`config.mk`:
```
export PLATFORM = sky130hd
export DESIGN_NAME = bitplane_int4_dot_product_core
export DESIGN_NICKNAME = d
export VERILOG_FILES = /design/src/rtl/bpdp_pkg.sv /design/src/rtl/bitplane_int4_dot_product_core.sv /design/src/rtl/bpdp_lane.sv /design/src/rtl/bpdp_merge.sv
export VERILOG_INCLUDE_DIRS = /design/src /design/src/rtl
export SDC_FILE = /design/constraint.sdc
export NUM_CORES = 2
export LEC_CHECK = 0
export BUFFER_PORTS_ARGS = -buffer_cell sky130_fd_sc_hd__buf_4
export CORE_MARGIN = 4
export CORE_UTILIZATION = 64
export CTS_BUF_LIST = sky130_fd_sc_hd__clkbuf_4
export DETAILED_ROUTE_END_ITERATION = 10
export PLACE_DENSITY = 0.95
export SETUP_SLACK_MARGIN = 0.2
export SLEW_MARGIN = 20
export SYNTH_ARGS = -nofsm -noshare
export SYNTH_HDL_FRONTEND = slang
export SYNTH_SLANG_ARGS = --single-unit
export TNS_END_PERCENT = 10
```
`constraint.sdc`:
```
create_clock -name clk -period 43.9 [get_ports clk]
set_clock_uncertainty 0.1 [all_clocks]
set_input_delay 6.585 -clock clk [delete_from_list [all_inputs] [get_ports clk]]
set_output_delay 6.585 -clock clk [all_outputs]
set_load 0.005 [all_outputs]
```
`src/rtl/bitplane_int4_dot_product_core_defines.svh`:
```
// assertion helpers for the bit-plane dot product core
`ifndef BITPLANE_INT4_DOT_PRODUCT_CORE_DEFINES_SVH
`define BITPLANE_INT4_DOT_PRODUCT_CORE_DEFINES_SVH

// same-cycle implication, disabled during reset
`define BPDP_ASSERT_IMPL(label, clk, rst, ante, cons) \
  label: assert property (@(posedge clk) disable iff (rst) (ante) |-> (cons)) \
    else $error("bpdp same-cycle check failed");

// next-cycle implication, disabled during reset
`define BPDP_ASSERT_NEXT(label, clk, rst, ante, cons) \
  label: assert property (@(posedge clk) disable iff (rst) (ante) |=> (cons)) \
    else $error("bpdp next-cycle check failed");

`endif

```
`src/rtl/bpdp_pkg.sv`:
```
`timescale 1ns / 1ps
`default_nettype none

package bpdp_pkg;

  // width of one bit-plane word and of the running total
  localparam int WORD_W = 64;

  // lane products summed per group in the first merge stage
  localparam int GROUP_SIZE = 8;

  typedef logic [WORD_W-1:0] word_t;

endpackage

`default_nettype wire

```
`src/rtl/bitplane_int4_dot_product_core.sv`:
```
`timescale 1ns / 1ps
`default_nettype none
`include "bitplane_int4_dot_product_core_defines.svh"

// bit-plane dot product core: every input word carries one block of LANES unsigned
// PLANES-bit elements of two vectors, as PLANES bit-plane words of A followed by PLANES
// bit-plane words of B (plane 0 of A in the lowest 64 bits of s_tdata). bits of a plane
// above LANES are ignored. each block's dot product is added to a 64-bit running total;
// a word with s_tlast high closes the vector: the total including that block comes out
// as one signed word on m_tdata and the total is cleared. blocks without s_tlast give no
// output. the total wraps modulo 2^64. one block is accepted every cycle; a result word
// is valid once its closing block has passed each register: the lane products load on the
// accepting edge, then the group sums, then the accumulator and output register. while a
// result waits on m_tready, blocks that do not close a vector still flow into the total;
// only a second closing block stalls, and the input backs up behind it.
module bitplane_int4_dot_product_core #(
  parameter int PLANES = 4,
  parameter int LANES  = 64
) (
  input  wire                                   clk,
  input  wire                                   rst,
  // a_plane0 .. a_plane(PLANES-1), b_plane0 .. b_plane(PLANES-1), 64 bits each
  input  wire [2*PLANES*bpdp_pkg::WORD_W-1:0]   s_tdata,
  input  wire                                   s_tlast,   // last_block
  input  wire                                   s_tvalid,
  output logic                                  s_tready,
  // dot_product
  output logic signed [bpdp_pkg::WORD_W-1:0]    m_tdata,
  output logic                                  m_tvalid,
  input  wire                                   m_tready
);

  localparam int WORD_W = bpdp_pkg::WORD_W;
  localparam int PROD_W = 2 * PLANES;
  // sum of LANES products, each below 2^PROD_W
  localparam int TOT_W  = PROD_W + $clog2(LANES);

  // pipeline control
  logic              v1, last1;     // lane product stage
  logic              v2, last2;     // group sum stage
  logic              take1, take2;  // stage hand-offs
  logic              ready2;
  logic              out_free;
  logic              in_acc;

  logic [LANES*PROD_W-1:0] lane_prod;
  logic [TOT_W-1:0]        blk_sum;
  bpdp_pkg::word_t         acc;
  bpdp_pkg::word_t         acc_sum;

  // output register free when empty or being drained this cycle
  assign out_free = !m_tvalid || m_tready;
  // a closing block needs the output register, others just fold into the total
  assign take2    = v2 && (!last2 || out_free);
  assign ready2   = !v2 || take2;
  assign take1    = v1 && ready2;
  assign s_tready = !v1 || ready2;
  assign in_acc   = s_tvalid && s_tready;

  // one lane per element: gather its bit from every plane
  for (genvar n = 0; n < LANES; n++) begin : g_lane
    logic [PLANES-1:0] a_bits;
    logic [PLANES-1:0] b_bits;

    for (genvar k = 0; k < PLANES; k++) begin : g_bit
      assign a_bits[k] = s_tdata[k*WORD_W + n];
      assign b_bits[k] = s_tdata[(PLANES+k)*WORD_W + n];
    end

    bpdp_lane #(
      .PLANES (PLANES)
    ) u_lane (
      .clk    (clk),
      .load   (in_acc),
      .a_bits (a_bits),
      .b_bits (b_bits),
      .prod   (lane_prod[n*PROD_W +: PROD_W])
    );
  end

  // adder tree across the lanes
  bpdp_merge #(
    .LANES  (LANES),
    .PROD_W (PROD_W),
    .TOT_W  (TOT_W)
  ) u_merge (
    .clk   (clk),
    .load  (take1),
    .prod  (lane_prod),
    .total (blk_sum)
  );

  assign acc_sum = acc + {{(WORD_W-TOT_W){1'b0}}, blk_sum};

  // stage valid flags and last markers
  always_ff @(posedge clk) begin
    if (rst) begin
      v1    <= 1'b0;
      v2    <= 1'b0;
      last1 <= 1'b0;
      last2 <= 1'b0;
    end else begin
      if (s_tready) begin
        v1    <= s_tvalid;
        last1 <= s_tlast;
      end
      if (ready2) begin
        v2    <= v1;
        last2 <= last1;
      end
    end
  end

  // running total and output word
  always_ff @(posedge clk) begin
    if (rst) begin
      acc      <= '0;
      m_tvalid <= 1'b0;
    end else begin
      if (take2) begin
        acc <= last2 ? '0 : acc_sum;
      end
      if (take2 && last2) begin
        m_tvalid <= 1'b1;
      end else if (m_tready) begin
        m_tvalid <= 1'b0;
      end
    end
  end

  always_ff @(posedge clk) begin
    if (take2 && last2) begin
      m_tdata <= signed'(acc_sum);
    end
  end

  // a closing block leaves a cleared total and a pending output
  `BPDP_ASSERT_NEXT(a_close_clears, clk, rst, take2 && last2, m_tvalid && acc == '0)
  // the group stage only holds a closing block blocked by a waiting result
  `BPDP_ASSERT_IMPL(a_stall_cause, clk, rst, v2 && !take2, last2 && m_tvalid && !m_tready)
  // every new output word comes from a closing block
  `BPDP_ASSERT_IMPL(a_out_source, clk, rst, $rose(m_tvalid), $past(take2 && last2))

endmodule

`default_nettype wire

```
`src/rtl/bpdp_lane.sv`:
```
`timescale 1ns / 1ps
`default_nettype none

module bpdp_lane #(
  parameter int PLANES = 4
) (
  input  wire                  clk,
  input  wire                  load,
  input  wire [PLANES-1:0]     a_bits,
  input  wire [PLANES-1:0]     b_bits,
  output logic [2*PLANES-1:0]  prod
);

  localparam int PROD_W = 2 * PLANES;

  logic [PROD_W-1:0] prod_next;

  // shift-and-add over the b planes: each set b bit adds a shifted by its plane
  always_comb begin
    prod_next = '0;
    for (int i = 0; i < PLANES; i++) begin
      if (b_bits[i]) begin
        prod_next = prod_next + (PROD_W'(a_bits) << i);
      end
    end
  end

  always_ff @(posedge clk) begin
    if (load) begin
      prod <= prod_next;
    end
  end

endmodule

`default_nettype wire

```
`src/rtl/bpdp_merge.sv`:
```
`timescale 1ns / 1ps
`default_nettype none

module bpdp_merge #(
  parameter int LANES  = 64,
  parameter int PROD_W = 8,
  parameter int TOT_W  = 14
) (
  input  wire                     clk,
  input  wire                     load,
  input  wire [LANES*PROD_W-1:0]  prod,
  output logic [TOT_W-1:0]        total
);

  localparam int GS    = bpdp_pkg::GROUP_SIZE;
  localparam int NGRP  = (LANES + GS - 1) / GS;
  localparam int GRP_W = PROD_W + $clog2(GS);

  logic [GRP_W-1:0] grp      [NGRP];
  logic [GRP_W-1:0] grp_next [NGRP];

  // first level: partial sums of up to eight lanes each
  always_comb begin
    for (int g = 0; g < NGRP; g++) begin
      grp_next[g] = '0;
      for (int k = 0; k < GS; k++) begin
        if (g * GS + k < LANES) begin
          grp_next[g] = grp_next[g] + GRP_W'(prod[(g*GS+k)*PROD_W +: PROD_W]);
        end
      end
    end
  end

  always_ff @(posedge clk) begin
    if (load) begin
      grp <= grp_next;
    end
  end

  // second level: fold the registered group sums
  always_comb begin
    total = '0;
    for (int g = 0; g < NGRP; g++) begin
      total = total + TOT_W'(grp[g]);
    end
  end

endmodule

`default_nettype wire
```
Word-level counts from Yosys, hierarchy flattened
Index checks and enable logic that the tools add are counted.
{"block": "totals", "input_bits": 517, "register_bits": 733, "wordCells": 607}
{"block": "op_classes", "n_reduce_logical": 13, "addsub": 256, "mux": 259}
{"op": "$mux 8", "count": 192}
{"op": "$add 11x8->11", "count": 48}
{"op": "$add 8x5->8", "count": 64}
{"op": "$add 8x6->8", "count": 64}
{"op": "$add 8x7->8", "count": 64}
{"op": "$mux 4", "count": 64}
{"op": "$add 14x11->14", "count": 6}
{"op": "$add 8x8->9", "count": 8}
{"op": "$add 64x14->64", "count": 1}
{"op": "$mux 64", "count": 1}
{"op": "$add 11x11->12", "count": 1}
{"op": "$logic_and 1x1->1", "count": 4}
{"op": "$logic_not 1->1", "count": 4}
{"op": "$logic_or 1x1->1", "count": 4}
{"op": "$mux 1", "count": 2}
{"op": "$reduce_bool 2->1", "count": 1}

Longest topological paths before layout
{"block": "logic_depth", "depth_word": 9, "ltp_mapped": 30, "mapped_depth_nobuf": 29}

Modules after synthesis
A second synthesis with hierarchy kept.
{"block": "hier_totals", "cells_unflattened": 7407, "hier_area_um2": 78121.2}
{"mod": "bpdp_lane", "cells_per_inst": 79, "n_inst": 64, "seq_area_each_um2": 240.2, "area_each_um2": 847.1}
{"mod": "bpdp_merge", "cells_per_inst": 1622, "n_inst": 1, "seq_area_each_um2": 2642.5, "area_each_um2": 17060.1}
{"mod": "bitplane_int4_dot_product_core", "cells_per_inst": 729, "n_inst": 1, "seq_area_each_um2": 3303.2, "area_each_um2": 6849.1}

Worst setup path before layout
No wires, ideal clock.
{"block": "synth_path", "kind": "input port to flip-flop", "from": "input port m_tready", "to": "register g_lane[0].u_lane.prod[0], enable pin", "stages": 4, "slack_ns": 10.760, "required_ns": 42.241, "path_buffers": 1, "t_arrival_ns": 31.481, "cell_sequence": "nor2b_1 > and3_1 > clkbuf_1 > a21oi_1"}
{"block": "synth_via", "elab_chain_len": 6}
{"element": "start, declared", "line": "bitplane_int4_dot_product_core.sv:30", "text": "input wire m_tready"}
{"element": "$logic_or 1x1->1", "line": "bitplane_int4_dot_product_core.sv:52", "text": "assign out_free = !m_tvalid || m_tready;"}
{"element": "$logic_or 1x1->1", "line": "bitplane_int4_dot_product_core.sv:54", "text": "assign take2 = v2 && (!last2 || out_free);"}
{"element": "$logic_and 1x1->1", "line": "bitplane_int4_dot_product_core.sv:54"}
{"element": "$logic_or 1x1->1", "line": "bitplane_int4_dot_product_core.sv:55", "text": "assign ready2 = !v2 || take2;"}
{"element": "$logic_or 1x1->1", "line": "bitplane_int4_dot_product_core.sv:57", "text": "assign s_tready = !v1 || ready2;"}
{"element": "$logic_and 1x1->1", "line": "bitplane_int4_dot_product_core.sv:58", "text": "assign in_acc = s_tvalid && s_tready;"}
{"element": "net g_lane[0].u_lane.load", "line": "bpdp_lane.sv:8", "text": "input wire load,"}
{"element": "end signal, assigned", "line": "bpdp_lane.sv:30", "text": "prod <= prod_next;"}
{"element": "end, declared", "line": "bpdp_lane.sv:11", "text": "output logic [2*PLANES-1:0] prod"}
The timed path passes the listed nets, and every way through them passes these cells.
A chain may end at the register's enable or synchronous reset.

Final worst setup path
{"block": "layout_path", "from": "input port m_tready", "to": "output port s_tready"}
{"block": "layout_via", "elab_chain_len": 5}
{"element": "$logic_or 1x1->1", "line": "bitplane_int4_dot_product_core.sv:52"}
{"element": "$logic_or 1x1->1", "line": "bitplane_int4_dot_product_core.sv:54"}
{"element": "$logic_and 1x1->1", "line": "bitplane_int4_dot_product_core.sv:54"}
{"element": "$logic_or 1x1->1", "line": "bitplane_int4_dot_product_core.sv:55"}
{"element": "$logic_or 1x1->1", "line": "bitplane_int4_dot_product_core.sv:57"}
{"element": "end, declared", "line": "bitplane_int4_dot_product_core.sv:26", "text": "output logic s_tready,"}
No other way between the ends.

==> reports/metrics.yaml <==
ys_warn_count: 0
grt_first_pass_wirelength_um: 287200
worst-endpoint-arrival_ns: 7.63
synth.lib_cells_used.distinct: 69
synth_compound_gate_area_share_pct: 9.871
fp.dieW_um: 343.5
postCtsResizedCells: 0
critical_path.max_fanout: 6
clkSinkCount: 733
synth_enable_flop_cells: 664
dpl.hpwl_um: 142400
antenna_found_initial: 38
critical_path.max_stage_delay_ns: 0.40
post-route-drc-count: 0
drt_first_iter_violations: 3553
max-cap-violations: 0
grt_util_all_layers_pct: 30.47
synth.net_count: 8550
post_route_cells_drive_above_1_share_pct: 19.41
timing.slew.headroom_pct: 31.71
gp_routability_congestion: 0.9234
cts_max_path_bufs: 3
main_combinational_cell_family_by_area_after_synthesis: "adder cells"
layout.cells.most_common: "sky130_fd_sc_hd__ha_1"
post_synth_fa_ha_maj_area_fraction_pct: 31.71
die_y_um: 343.5
postSynth.asyncResetShare_pct: 0
wl_per_cell_um: 20.10
cp.required_ns: 37.22
fin_crit_ns: 14.32
unrepaired_setup_endpoints_after_global_routing: "false"
wirelength_met1_um: 67070
cts-buffers-inserted: 201
tns_ns: 0
tightestPinTransition_ns: 1.023
initial_cell_density_of_the_core_pct: 64.81
grt.overflow.total: 0
std_cell_rows: 122
drt-total-wl_um: 180600
reg2reg_from: "u_merge.grp[66]"
wl_met2_um: 89740
synthCells: 6543
synth_top_flop_cell: "sky130_fd_sc_hd__edfxtp_1"
via_count: 53140
finalHoldViolCount: 0
ys_ff_latch: 733
cp-end-kind: "output port"
timing.critical_path.buf_inv: 2
post-route-period-util_pct: 32.61
cpMostUsedCell: "sky130_fd_sc_hd__buf_4"
synth_xor_area_share_pct: 6.968
ctsHoldBuffers: 0
met3_length_um: 12200
cts-htree-levels: 4
cts_setup_buffers: 0
grt_pass1_vias: 56850
most_used_cells_in_the_layout_excluding_fill_and_tap_cells: "931 x sky130_fd_sc_hd__ha_1, 768 x sky130_fd_sc_hd__inv_1, 664 x sky130_fd_sc_hd__edfxtp_1"
cts_tree: "built"
synth_simple_gate_area_share_pct: 8.546
critPathSlowestCell: "sky130_fd_sc_hd__and3_1"
cts.root.buffer_cell: "sky130_fd_sc_hd__clkbuf_4"
coreArea_sq_um: 111100
clock_insertion_delay_worst_skew_ns: 1.09
finalMaxSlewViolations: 0
hp-class: "reg -> reg"
grt_max_degree: 184
timing.critical_path.from_type: "input port"
crit_family: "simple AND/OR/NAND/NOR gates"
setup_viol: 0
critPathLaunch: "m_tready"
top_layer_reached_by_signal_wires: "met5"
final_antenna_net_count: 0
min-delay-start: "acc[0]"
synthesis.area_sq_um: 72020
worst_setup_hold_path_clk_slew_ns: 0.08
layout.filler_cells: 7089
worstPathCellList: "buf_4, nor2b_1, and3_1, nand2_1, buf_4"
dieArea_sq_um: 118000
max_freq_mhz: 69.85
ys_seq_area_share_pct: 29.60
post_synth.cell_area_avg_sq_um: 11.01
criticalPathCategory: "in -> out"
post_synth_mux_area_share_pct: 9.022
num_io_pins: 583
vias_per_cell: 5.917
portBuffers: 582
nNetsFinal: 9299
syn2layout_area_growth_pct: 12.39
drt_pre_antenna_iters: 7
status: "completed"
## worst register-to-register path, delay by kind of cell, from the launching register on
family          cells  cell delay, ns
simple gates        5            1.83
compound gates     10            3.04
buf+inv             3            0.21
fa+ha+maj           8            3.46
xor+xnor            2            0.30
flops               1            0.42
## layout make-up
cell class              instances  area [sq um]  share of cell area [%]
diodes                         38         95.09                  0.1175
clock buffers                 277          2079                   2.569
clock inverters                89         544.3                  0.6724
inverters                     769          2887                   3.566
multi-input cells            4993         47650                   58.87
flip-flops and latches        733         21320                   26.34
well taps                    1488          1862                   2.300
repair buffers                594          4504                   5.565
## synthesized netlist by cell type, drive strengths merged (3+ instances only)
cell type / count / area, sq um
a21oi: 503 / 2517
or4: 18 / 135.1
a221o: 3 / 30.03
mux2: 513 / 5777
a22oi: 7 / 52.55
o21bai: 6 / 45.04
nor4: 19 / 143.9
inv: 768 / 2883
nor2: 227 / 852.1
clkbuf: 35 / 132.6
o311ai: 5 / 43.80
o211ai: 9 / 67.56
xnor2: 509 / 4458
nand2b: 8 / 50.05
or3: 25 / 161.4
o31a: 4 / 35.03
dfxtp: 69 / 1381
nor3: 58 / 290.3
o31ai: 6 / 45.04
a31o: 9 / 78.83
a21o: 295 / 2215
a21boi: 64 / 480.5
o21a: 12 / 90.09
nand3: 37 / 190.2
and2: 324 / 2027
nor2b: 157 / 982.2
a22o: 9 / 78.83
fa: 559 / 11190
xor2: 64 / 560.5
buf: 13 / 60.06
o21ai: 193 / 965.9
a31oi: 22 / 137.6
and4: 7 / 61.31
a211oi: 3 / 27.52
nand2: 246 / 925.9
o41ai: 4 / 35.03
edfxtp: 664 / 19940
and3: 16 / 100.1
nand4: 19 / 131.4
ha: 931 / 11650
mux2i: 72 / 720.7
or2: 7 / 43.79
## routing by layer
| metal | up-vias | GRT usage, % |
|---|---|---|
| li1 | 24540 | - |
| met1 | 25920 | 35.61 |
| met2 | 1989 | 52.71 |
| met3 | 681 | 6.152 |
| met4 | 12 | 16.86 |
| met5 | - | 0 |
## sequential cells by signal, summed over array words and instances, names as in the netlist
| register | flops |
|---|---|
| acc | 64 |
| m_tvalid | 1 |
| v1 | 1 |
| u_merge.grp | 88 |
| m_tdata | 64 |
| g_lane.u_lane.prod | 512 |
| v2 | 1 |
| last2 | 1 |
| last1 | 1 |
## worst paths after layout
kind	end	slack (ns)	depth (start not counted)
worst max-delay path	s_tready	29.58	5
worst min-delay path	acc[0]	0.37	2
worst max register to register	acc[47]	34.45	28
worst min register to register	acc[0]	0.37	2
## metrics by stage
step / setup slack, ns / instance area, sq um / std cells / hold slack (ns) / utilization [%]
finish: 29.58 / 80950 / 8981 / 0.3670 / 72.84
floorplan: 10.76 / 72020 / 6543 / 0.3362 / -
global route: 29.53 / 80920 / 8970 / 0.4029 / 72.82
CTS: 29.60 / 80820 / 8942 / 0.3660 / 72.73
detailed placement: 29.60 / 78200 / 8576 / 0.3535 / 70.37
global placement: 29.65 / 78200 / 8576 / 0.3434 / 70.37
## logic make-up (layout without fill, tap and decap cells)
family                   count (synthesis)  after routing
flip-flops                             733            733
buffers and inverters                  817           1729
other                                    0             38
AND/OR/NAND/NOR                       1175           1175
adder cells (fa/ha/maj)               1490           1490
AO/OA/AOI/OAI                         1170           1170
XOR/XNOR                               573            573
multiplexers                           585            585
Power is not shown: default switching activity piles up to over one toggle a cycle in this logic, so the estimate is an artifact.
